**src/rtl/ord_ram.sv**
```systemverilog
// Generic single-clock RAM with one write port and one registered read port.
`default_nettype none

module ord_ram #(
    parameter int WIDTH = 64,
    parameter int DEPTH = 64
) (
    input  wire logic                     i_clk,
    input  wire logic                     i_we,
    input  wire logic [$clog2(DEPTH)-1:0] i_waddr,
    input  wire logic [WIDTH-1:0]         i_wdata,
    input  wire logic                     i_re,
    input  wire logic [$clog2(DEPTH)-1:0] i_raddr,
    output logic      [WIDTH-1:0]         o_rdata
);

    logic [WIDTH-1:0] r_mem [DEPTH];
    logic [WIDTH-1:0] r_rdata;

    always_ff @(posedge i_clk) begin
        if (i_we) begin
            r_mem[i_waddr] <= i_wdata;
        end
        if (i_re) begin
            r_rdata <= r_mem[i_raddr];
        end
    end

    assign o_rdata = r_rdata;

endmodule

`default_nettype wire

```
**config.mk**
```make
export PLATFORM = sky130hd
export DESIGN_NAME = ord_ram
export DESIGN_NICKNAME = d
export VERILOG_FILES = /design/src/rtl/ord_ram.sv
export SDC_FILE = /design/constraint.sdc
export NUM_CORES = 2
export LEC_CHECK = 0
export BUFFER_PORTS_ARGS = -buffer_cell sky130_fd_sc_hd__buf_4
export CORE_MARGIN = 5
export CORE_UTILIZATION = 55
export CTS_CLUSTER_DIAMETER = 50
export CTS_CLUSTER_SIZE = 8
export DETAILED_ROUTE_END_ITERATION = 8
export MAX_ROUTING_LAYER = met4
export PLACE_DENSITY_LB_ADDON = 0.12
export SYNTH_ARGS = -nofsm -noshare
export SYNTH_HDL_FRONTEND = slang
export SYNTH_SLANG_ARGS = --single-unit
```
**constraint.sdc**
```tcl
create_clock -name i_clk -period 8 [get_ports i_clk]
set_input_delay 0.4 -clock i_clk [delete_from_list [all_inputs] [get_ports i_clk]]
set_output_delay 0.4 -clock i_clk [all_outputs]
set_load 0.1 [all_outputs]
```
-- After elaboration in Yosys (flattened, before gate mapping)
Memories as Yosys holds them, arrays and structs flattened. A register that Yosys moved wholly into a read port is not among the register bits.
Cells that the tools add are included.
- flip-flop bits (word level): 0
- bits in writable memories: 4096
- input bits: 79
- output and inout bits: 64
- logic and storage cells: 3
- memories kept: 1
- memories (memory ; depth ; bits a word ; rd ports ; clocked after memory_dff ; wr ports ; line ; source):
    r_mem ; 64 ; 64 ; 1 ; 1 ; 1 ; 17 ; logic [WIDTH-1:0] r_mem [DEPTH];
- mux-type cells: 2
- operators with widths (operator ; number):
    $mux 1 ; 2

-- Logic depth before layout (Yosys ltp)
- depth after elaboration: 2
- depth in mapped cells: 9
- depth with buffers taken out: 5

-- Worst setup path after synthesis
Ideal clock, no wire load.
- path type: in2reg
- start point: in i_waddr[3]
- end point: mem r_mem[48][0] (enable)
- setup time: 564 ps
- data arrival time: 5272 ps
- required time: 7436 ps
- path slack: 2164 ps
- stages: 4
- buffers on the path: 1
- cell sequence: clkbuf_1 -> nor2b_1 -> nand4b_1 -> nor3_1
- RTL lines (what ; line ; source):
    from (decl) ; 10 ; input wire logic [$clog2(DEPTH)-1:0] i_waddr,
    to (decl) ; 17 ;
Straight into the memory's write port.

==> results.toml <==
[yosys]
seq_area_frac_synth_pct = 79.6
netlist_instances = 6598
synth.avg_cell_area_um2 = 23.8
netlist_area_um2 = 157000
yosysTopAreaCell = "edfxtp_1"
ys.warnings.count = 0
synth_seq_cells = 4160
synth_nets = 6677
yosys-top-cells-area = "edfxtp_1, mux4_2, mux2i_1"
synth_top_area_share_pct = 79.6
synth.distinct_cells = 32

[layout]
multi_input_comb_area_um2 = 30800
fill_cells = 18700
layout-area-overhead-vs-synth_pct = 14.7
drive_gt1_share_pct = 29.2
fin_nets = 7314
seqCellArea_um2 = 125000
final_cell_mix = "edfxtp_1, mux4_2, clkbuf_16, buf_4, a22oi_1"
final_common_cell = "edfxtp_1"
fin_area_um2 = 180000

[cts]
cts_tree = "yes"
cts_made_buffers = 596
clk_latency_ns = 1.02
cts.hold.buffers_added = 64
cts-root-buf = "clkbuf_16"
clockBufferDepth = 4
htree_levels = 6
cts_setup_buffers = 0
clkTransAtPathRegs_ns = 0.05
clock_sinks = 4160
cts_resized = 0

[sta]
slew_violations = 0
fin_crit_sh_pct = 37.2
worst_pin_slew_ns = 1.39
fin_worst_skew_ns = 0.0339
fin_crit_ns = 2.97
slew_headroom_pct = 7.42
fmax_mhz = 336
rsz0062_at_grt = "false"
setup_viol = 0
setup_tns_ns = 0
hold_viol = 0

[floorplanning]
core-area_um2 = 285000
die-area_um2 = 296000
die_w_um = 544
die_h_um = 544
initial_core_util_pct = 55.1
pin_count = 143
rows = 196

[grt]
grt_usage_pct = 31.0
grt_overflow = 0
grt_max_degree = 120
first_global_vias = 78500
grt_pass1_wl_mm = 618
grt_antenna_before_repair = 25

[setup_path]
cp_cell_sequence = "buf_16 > buf_4 > buf_12 > mux4_2 > a22oi_1 > and3_1 > a211oi_1"
cp.arrival_ns = 3.68
endpoint_kind = "flop"
max_stage_delay_ns = 0.79
timing.rr.start = "r_mem[13][18]"
crit_path_start = "i_raddr[0]"
critPathTopFamily = "buffers and inverters"
path_max_fanout = 86
critPathLaunchType = "input pin"
cpMaxStageDelayCell = "buf_4"
path_buf_inv = 3
critPathKind = "in2reg"
required_ns = 8.71

[detailed_routing]
via_per_inst = 7.04
drt_iter0_drc = 10800
ant_nets = 0
wire_per_inst_um = 40.0
drc = 0
via_count = 78000
drt_first_pass_iters = 6
wirelength_mm = 444

[placed_design]
place_area_um2 = 163000
placement.io_buffers = 142
routabilityCongestion = 0.805
hpwl_mm = 224

[min_path]
hold_path.class = "in2reg"
worstHoldStart = "i_re"

[pwr]
vdd_drop_max_mv = 0.221
p_per_area_nw_per_um2 = 270
p_leak_uw = 0.0566

[flow_run]
maxCapViolCount = 0

[run_status]
outcome = "complete, no violations"
synth_stat cells:
| library cell | count |
|---|---|
| edfxtp_1 | 4160 |
| mux4_2 | 1024 |
| buf_2 | 170 |
| a22oi_1 | 168 |
| clkbuf_1 | 140 |
| mux2i_1 | 135 |
| nor2_1 | 112 |
| a22o_1 | 88 |
| o22ai_1 | 83 |
| and3_1 | 64 |
| a211oi_1 | 63 |
| nand2_1 | 58 |
| nand3_1 | 45 |
| o221ai_1 | 38 |
| buf_4 | 34 |
| or3_1 | 29 |
| nor2b_1 | 28 |
| or2_2 | 28 |
| a41oi_1 | 26 |
| buf_1 | 20 |
| a2bb2oi_1 | 19 |
| inv_1 | 19 |
| a31oi_1 | 18 |
| nand2b_1 | 11 |
| buf_6 | 6 |
| and2_1 | 3 |
| nand3b_1 | 2 |
| nand4_1 | 2 |
| nor3_1 | 2 |
| a31o_1 | 1 |
| nand4b_1 | 1 |
| or3b_2 | 1 |
area by class of cell:
class	count	area share, %
tap	3762	2.61
antenna	19	0.0264
inverter	19	0.0396
clock buffer	618	8.46
multi-input combinational	2049	17.1
clock inverter	56	0.430
sequential	4160	69.4
timing repair buffer	409	1.98
registers in the layout, indices dropped and copies added (netlist names):
name and cells:
o_rdata 64, r_mem 4096
report_power, final:
group,switching (uW),internal (uW),leakage (uW)
Sequential,84.7,24200,0.0375
Combinational,1520,779,0.0113
Clock,8680,13400,0.00783
metrics by stage:
step	total power [uW]	setup WS, ns	hold WS (ns)	std cells	util [%]
after floorplan	26000	2.16	0.499	6598	-
after global placement	27000	3.99	0.906	10300	57.4
after detailed placement	27000	3.97	0.916	10300	57.4
after CTS	49000	5.07	0.176	11100	63.2
after global routing	50000	4.79	0.171	11100	63.3
final	48700	5.03	0.199	11100	63.3
per-layer routing:
| metal | routed length (um) | track usage, % | up-vias |
|---|---|---|---|
| met5 | 0 | - | - |
| met4 | 15200 | 9.94 | 0 |
| met3 | 43300 | 5.73 | 882 |
| met2 | 216000 | 47.8 | 4868 |
| met1 | 169000 | 42.8 | 42700 |
| li1 | - | - | 29600 |
cell families (layout without fill, tap and decap cells):
family          after synthesis  after routing  synth area share (%)
flops                      4160           4160                  79.6
mux                        1159           1159                  15.6
compound gates              504            504                  2.47
buf+inv                     389           1102                  1.18
simple gates                386            386                  1.23
other cells                   0             19                     0
final timing paths:
kind / endpoint / depth (start not counted) / slack, ns
setup / recovery: o_rdata[38] / 7 / 5.03
hold / removal: o_rdata[2] / 1 / 0.20
setup reg to reg: o_rdata[18] / 5 / 5.87
hold reg to reg: o_rdata[62] / 4 / 0.92
worst reg2reg max path, cell delays in order, from the launching register on:
cell      delay, ns
edfxtp_1       0.35
mux4_2         0.46
nor2b_1        0.14
a211oi_1       0.28
o22ai_1        0.27
and3_1         0.32
No activity file was read; power rests on OpenSTA's default activity.
