--- config.mk ---
export PLATFORM = sky130hd
export DESIGN_NAME = ord_ctl
export DESIGN_NICKNAME = d
export VERILOG_FILES = /design/src/rtl/ord_pkg.sv /design/src/rtl/ord_ctl.sv
export SDC_FILE = /design/constraint.sdc
export NUM_CORES = 1
export LEC_CHECK = 0
export BUFFER_PORTS_ARGS = -buffer_cell sky130_fd_sc_hd__buf_2
export CELL_PAD_IN_SITES_DETAIL_PLACEMENT = 1
export CELL_PAD_IN_SITES_GLOBAL_PLACEMENT = 1
export CORE_MARGIN = 2
export CORE_UTILIZATION = 35
export DETAILED_ROUTE_END_ITERATION = 16
export HOLD_SLACK_MARGIN = 0.06
export PLACE_DENSITY = 0.9
export RECOVER_POWER = 100
export SLEW_MARGIN = 30
export SYNTH_ARGS = -nofsm -noshare
export SYNTH_HDL_FRONTEND = slang
export SYNTH_SLANG_ARGS = --single-unit
--- constraint.sdc ---
create_clock -name i_clk -period 8.03 [get_ports i_clk]
set_input_delay 0.803 -clock i_clk [delete_from_list [all_inputs] [get_ports i_clk]]
set_output_delay 0.803 -clock i_clk [all_outputs]
set_load 0.1 [all_outputs]
--- src/rtl/ord_pkg.sv ---
// Shared types and constants for the overwriting ring deque.
`default_nettype none

package ord_pkg;

    localparam int CNT_W   = 7;
    localparam int REQ_W   = 3;
    localparam int IDX_W   = 6;
    localparam int VALUE_W = 64;

    typedef enum logic [REQ_W-1:0] {
        REQ_PUSH_FRONT = 3'd0,
        REQ_PUSH_BACK  = 3'd1,
        REQ_PEEK       = 3'd2,
        REQ_POP_FRONT  = 3'd3,
        REQ_POP_BACK   = 3'd4
    } t_req;

    typedef struct packed {
        logic             valid;
        logic             hit;
        logic [CNT_W-1:0] fill_count;
    } t_resp;

endpackage

`default_nettype wire

--- src/rtl/ord_ctl.sv ---
// Head, count and capacity registers with slot address generation for the ring deque.
`default_nettype none

module ord_ctl import ord_pkg::*; #(
    parameter int DEPTH     = 64,
    parameter int WORD_BITS = 64
) (
    input  wire logic                     i_clk,
    input  wire logic                     i_rst_n,
    input  wire logic                     i_cfg_valid,
    input  wire logic [CNT_W-1:0]         i_cfg_data,
    input  wire logic                     i_req_valid,
    input  wire logic [REQ_W-1:0]         i_req_type,
    input  wire logic [WORD_BITS-1:0]     i_entry_value,
    input  wire logic [IDX_W-1:0]         i_peek_index,
    output logic                          o_ram_we,
    output logic                          o_ram_re,
    output logic      [$clog2(DEPTH)-1:0] o_ram_addr,
    output logic      [WORD_BITS-1:0]     o_ram_wdata,
    output t_resp                         o_resp
);

    localparam int AW      = $clog2(DEPTH);
    localparam int SW      = ((AW > CNT_W) ? AW : CNT_W) + 1;
    localparam int CAP_MAX = (DEPTH < 127) ? DEPTH : 127;
    localparam int CAP_RST = (DEPTH < 64) ? DEPTH : 64;

    logic [AW-1:0]    r_head, n_head;
    logic [CNT_W-1:0] r_count, n_count;
    logic [CNT_W-1:0] r_cap, n_cap;
    t_resp            r_resp, n_resp;

    logic [CNT_W-1:0] pos;
    logic [AW-1:0]    slot_pos;
    logic [AW-1:0]    slot_next;
    logic [AW-1:0]    head_dec;
    logic             not_full;
    logic             not_empty;

    function automatic logic [AW-1:0] slot_of(
        input logic [AW-1:0]    head,
        input logic [CNT_W-1:0] offset,
        input logic [CNT_W-1:0] cap
    );
        logic [SW-1:0] sum;
        sum = SW'(head) + SW'(offset);
        if (sum >= SW'(cap)) begin
            sum = sum - SW'(cap);
        end
        return sum[AW-1:0];
    endfunction

    assign not_full  = (r_count < r_cap);
    assign not_empty = (r_count != '0);
    assign head_dec  = (r_head == '0) ? AW'(r_cap - CNT_W'(1)) : (r_head - AW'(1));
    assign slot_next = slot_of(r_head, CNT_W'(1), r_cap);
    assign slot_pos  = slot_of(r_head, pos, r_cap);

    always_comb begin
        case (t_req'(i_req_type))
            REQ_PUSH_BACK: pos = r_count;
            REQ_PEEK:      pos = CNT_W'(i_peek_index);
            REQ_POP_BACK:  pos = r_count - CNT_W'(1);
            default:       pos = '0;
        endcase
    end

    always_comb begin
        n_head          = r_head;
        n_count         = r_count;
        n_cap           = r_cap;
        n_resp.valid    = i_req_valid;
        n_resp.hit      = 1'b0;
        o_ram_we        = 1'b0;
        o_ram_re        = 1'b0;
        o_ram_addr      = slot_pos;
        o_ram_wdata     = i_entry_value;

        if (i_req_valid) begin
            case (t_req'(i_req_type))
                REQ_PUSH_FRONT: begin
                    n_head     = head_dec;
                    o_ram_addr = head_dec;
                    o_ram_we   = 1'b1;
                    if (not_full) begin
                        n_count = r_count + CNT_W'(1);
                    end
                end
                REQ_PUSH_BACK: begin
                    o_ram_we = 1'b1;
                    if (not_full) begin
                        n_count = r_count + CNT_W'(1);
                    end else begin
                        n_head = slot_next;
                    end
                end
                REQ_PEEK: begin
                    if (CNT_W'(i_peek_index) < r_count) begin
                        o_ram_re   = 1'b1;
                        n_resp.hit = 1'b1;
                    end
                end
                REQ_POP_FRONT: begin
                    if (not_empty) begin
                        o_ram_re   = 1'b1;
                        n_resp.hit = 1'b1;
                        n_head     = slot_next;
                        n_count    = r_count - CNT_W'(1);
                    end
                end
                REQ_POP_BACK: begin
                    if (not_empty) begin
                        o_ram_re   = 1'b1;
                        n_resp.hit = 1'b1;
                        n_count    = r_count - CNT_W'(1);
                    end
                end
                default: begin
                end
            endcase
        end

        n_resp.fill_count = n_count;

        if (i_cfg_valid) begin
            n_head  = '0;
            n_count = '0;
            if (i_cfg_data == '0) begin
                n_cap = CNT_W'(1);
            end else if (i_cfg_data > CNT_W'(CAP_MAX)) begin
                n_cap = CNT_W'(CAP_MAX);
            end else begin
                n_cap = i_cfg_data;
            end
        end
    end

    always_ff @(posedge i_clk) begin
        if (!i_rst_n) begin
            r_head  <= '0;
            r_count <= '0;
            r_cap   <= CNT_W'(CAP_RST);
            r_resp  <= '0;
        end else begin
            r_head  <= n_head;
            r_count <= n_count;
            r_cap   <= n_cap;
            r_resp  <= n_resp;
        end
    end

    assign o_resp = r_resp;

endmodule

`default_nettype wire
### After elaboration in Yosys (flattened, before gate mapping)

Index checks and enable logic that the tools add are counted.

* add/sub/neg operators: 8
* $mul: 0
* divide/modulo/power cells: 0
* order comparisons: 5
* eq/ne operators: 6
* shift operators: 0
* muxes and demuxes: 21
* bitwise operators: 1
* reductions and logical operators: 9

Operator list (number)
* two-way mux 6 bit: 7
* two-way mux 7 bit: 5
* one-hot mux 7 bit (3 select lines): 1
* one-hot mux 6 bit (3 select lines): 1
* one-hot mux 7 bit (2 select lines): 1
* subtractor 6 x 1 -> 6 bit, second input constant: 2
* subtractor 6 bit: 2
* adder 6 x 7 -> 8 bit: 1
* greater-or-equal comparator 8 x 7 -> 1 bit: 1
* adder 6 x 1 -> 7 bit, second input constant: 1
* adder 7 x 1 -> 7 bit, second input constant: 1
* greater-or-equal comparator 7 bit: 1
* greater-than comparator 7 bit, second input constant: 1
* logical NOT 7 bit: 1
* < comparator 6 x 7 -> 1 bit: 1
* < comparator 7 bit: 1
* nonzero test 7 bit: 1
* subtractor 7 x 1 -> 7 bit, second input constant: 1
* equality test 3 x 2 -> 1 bit, second input constant: 2
* logical NOT 6 bit: 1
* OR reduction 2 bit: 3
* two-way mux 1 bit: 5
* != test 2 bit, second input constant: 2
* AND reduction 4 bit: 1
* 6 further kinds: 6

* register bits: 29
* bits in latches: 0
* bits in writable memories: 0
* ROM bits: 0
* input port bits: 84
* output and inout port bits: 81
* memories: 0

### Longest topological paths before layout

* depth after elaboration: 7
* gate-level depth with buffers: 16

### Least setup slack after synthesis

Ideal clock, no wire load.

* kind: input -> output
* start: input i_req_type[0]
* end: output o_ram_addr[0]
* arrival: 6.106 ns
* path slack: 1.121 ns
* stages: 15
* path buffers: 1
* path through: buf_2 nor2b_1 a22oi_1 o22ai_1 ha_1 fa_1 a21o_1 a21oi_1 xnor2_1 ha_1 nand2_1 o21ai_0 o311ai_0 o211ai_4 a311oi_1

* longest elaborated chain between the ends: 7
* elaborated cells on any way between the ends: 11
* classes of those cells: add/sub (2); order compare (1); eq/ne (3); mux (4); reduce/logical (1)

RTL lines
* start: declaration: RTL line ord_ctl.sv:13 `input wire logic [REQ_W-1:0] i_req_type,`
* equality test 3 bit, or another cell as far along: RTL line ord_ctl.sv:60 `case (t_req'(i_req_type))`
* one-hot mux 7 bit (3 select lines): RTL line ord_ctl.sv:60
* adder 6 x 7 -> 8 bit: RTL line ord_ctl.sv:46 `sum = SW'(head) + SW'(offset);`
* greater-or-equal comparator 8 x 7 -> 1 bit / subtractor 6 bit (equally long branches): RTL line ord_ctl.sv:47, ord_ctl.sv:48
* two-way mux 6 bit: RTL line ord_ctl.sv:47 `if (sum >= SW'(cap)) begin`
* two-way mux 6 bit: RTL line ord_ctl.sv:80 `case (t_req'(i_req_type))`
* two-way mux 6 bit (*): RTL line ord_ctl.sv:79 `if (i_req_valid) begin`
* end: declaration: RTL line ord_ctl.sv:18 `output logic [$clog2(DEPTH)-1:0] o_ram_addr,`

Mark *: on every way between the ends. The rest lies on a longest branch, timed or not.

### Worst setup path after layout

* start: input i_req_type[2]
* end: output o_ram_addr[5]

Same word-level chain as after synthesis.

==> impl_results.md <==
* Post_cts resized at 0
* CP Launch Type: input pin
* Placed cell areas at 0.00344 mm2
* Via Count at 3245
* NetSw at 0.186 mW
* Slew headroom at 21.0%
* Worst Hold Path Cells at 2
* Tot Pwr at 0.504 mW
* Layout Nets at 555
* Final Setup Violations at 0
* Die area at 0.0112 mm2
* Most used DFF post-synth: dfxtp_1
* Seq/Total Area, Yosys at 16.0%
* Via density per instance at 5.71
* Global router's overall resource usage at 19.0%
* DR DRC count at 0
* HPWL after DPL at 8720 um
* Status: complete, no violations
* Number of synthesized register bits at 29
* Switching Fraction at 36.8%
* VDD IR max at 124 uV
* Critical path type: in2out
* CTS H-tree depth at 2
* Minimum clock period at 6200 ps
* Clock network fraction of design power at 36.0%
* Post-route setup slack at 1830 ps
* Vias in the first global route at 3389
* Total wire length at 10700 um
* Top cell type's share of synthesized area at 16.0%
* IO Pins at 165
* Detailed Route Iter0 Violations at 206
* Clk_lat worst skew at 280 ps
* Synth cell count leaders: 65 x buf_4, 37 x ha_1, 34 x nor2_1
* Crit path DAT at 5400 ps
* Syn-to-layout area delta at -2.35%
* Post-synth EDFFs at 0
* R2r startpoint: r_head[1]
* DR WL/cell at 18.9 um
* Post-CTS Hold Buffers at 0
* Initial antenna violation count at 0
* Type of destination of the critical path: output port
* Netlist cell types at 62
* IO Port Bufs at 36
* Crit path largest cell delay at 880 ps
* Synth warn at 0
* Period utilization at 77.2%
* CP Max Fanout at 16
* First-pass GRT wire length at 17300 um
* MaxCap Viol Count at 0
* Synth top area cells: dfxtp_1 16%, buf_4 13%, ha_1 13%
* Reg2reg setup slack at 4640 ps
* Cell Area, Synth at 0.00362 mm2
* Clock Skew at 4.19 ps
* Fmax at 161 MHz
* Fraction of registers with async set/reset at 0%
* CTS Buf Count at 5
* Sequential power share at 29.7%
* Crit-path slowest cell: clkbuf_1
* Die Ht at 106 um
* Worst hold path class: reg2reg
* Post-route cell area at 0.00354 mm2
* Unrepaired setup endpoints after global routing: no
* Pin count of the biggest net entering global routing at 17
* Cell taking the most area after synthesis: dfxtp_1
* Worst slack, placed at 2310 ps
* Syn_nets at 588
* Sum Neg Setup Slack at 0 ps
* GPL Wtd Cong at 0.878
* RR Endpoint: r_head[1]
* Cell Pwr Density at 142 mW/mm2
* Least-Margin Pin Slew at 1190 ps
* Internal power at 0.318 mW
* Die Wd at 106 um
* Share of cells above drive strength 1 at 8.80%
* Combinational power share at 34.3%
* Most frequent cell after synthesis: buf_4
* CTS tree: built
* CP required at 7230 ps
* Fillers at 1274
* Max clock buf depth at 2
* Hold path endpoint: r_cap[6]
* TritonCTS sink count at 29
* CP cell instances: buf_2 -> nand2b_1 -> or2_2 -> o22ai_1 -> ha_1 -> fa_1 -> fa_1 -> a21oi_1 -> o21ai_0 -> o311ai_0 -> o211ai_4 -> nand2b_1 -> a31oi_1 -> clkbuf_1
* Routed Antenna Nets at 0
* Cells after synthesis at 464
* Initial core utilization at 35.6%
* Fin. max-slew vios at 0
* TritonRoute pass-1 iters at 4
* Hold path start: r_cap[6]
* Inserted Diodes at 0
* P_leak at 1.41 nW
* R2r worst-path depth at 10
* Final hold vios at 0
* Rows at 37
* CTS Root Cell: clkbuf_8
* Grt total ovfl at 0
* # Post-CTS Setup Buffers at 0
* Syn Area/Cell at 7.81 um2
* Core Box Area at 0.0102 mm2
* Clock Pin Slew Worst Setup and Hold Paths at 60 ps
registers in the layout, summed over array words and instances (netlist names):
signal and flops:
r_head 6, r_cap 7, o_resp 9, r_count 7
worst max-delay path by stage:
stage,cells past startpoint,endpoint,slack [ps],startpoint
5_1_grt,16,o_ram_addr[5],1550,i_req_type[2]
4_1_cts,14,o_ram_addr[5],2310,i_req_type[2]
3_5_place_dp,14,o_ram_addr[5],2310,i_req_type[2]
2_1_floorplan,15,o_ram_addr[0],1120,i_req_type[0]
6_report,14,o_ram_addr[5],1830,i_req_type[2]
3_3_place_gp,17,o_ram_addr[5],2520,i_req_type[0]
routing by layer:
layer  global-route usage (%)  vias to the layer above  wire [um]
li1                         -                     1552          -
met2                     34.0                       89       5290
met4                     5.36                        0        268
met5                        0                        -          0
met1                     23.5                     1567       4640
met3                     2.78                       37        541
layout make-up:
class	count	area (um2)	area share, %
sequential	29	581	16.4
tap	136	170	4.81
clock buffer	5	68.8	1.94
inverter	26	97.6	2.76
multi-input combinational	333	2400	67.8
clock inverter	3	65.1	1.84
timing repair buffer	36	156	4.42
worst max-delay path: cells and delay by family:
kind,cells,cell delay (ps)
AND/OR/NAND/NOR,3,720
AO/OA/AOI/OAI,6,1510
buffers and inverters,2,1110
adder cells (fa/ha/maj),3,1240
metrics by stage:
step	utilization [%]	instances	hold WS, ps
floorplan	-	464	483
detailed placement	33.8	560	514
global route	34.8	568	589
global placement	33.8	560	502
CTS	35.1	568	525
finish	34.8	568	535
cells in the final DEF, fill, tap and decap left out, drive strengths merged, types with 13 or more instances in the layout:
cell and instances:
ha 37, nor2 34, dfxtp 29, a21oi 27
inv 26, o21ai 24, clkbuf 24, nand2 18
buf 17, nand3 13
power by group through the flow:
| stage | sequential (mW) | combinational [mW] | clock (mW) |
|---|---|---|---|
| after detailed placement | 0.153 | 0.173 | 0 |
| after floorplan | 0.155 | 0.281 | 0 |
| after global placement | 0.153 | 0.167 | 0 |
| after global routing | 0.150 | 0.186 | 0.190 |
| after CTS | 0.150 | 0.174 | 0.183 |
| final | 0.150 | 0.173 | 0.181 |
kinds of logic after synthesis:
family                     after synthesis  share of synthesized area [%]
AOI/OAI and AO/OA                      134                           25.8
muxes                                    9                           2.49
adders and majority gates               40                           14.4
buffers and inverters                  102                           17.4
xor gates and xnor gates                20                           4.83
DFF                                     29                           16.0
and+or+nand+nor                        130                           19.0
No activity file was read; power rests on OpenSTA's default activity.
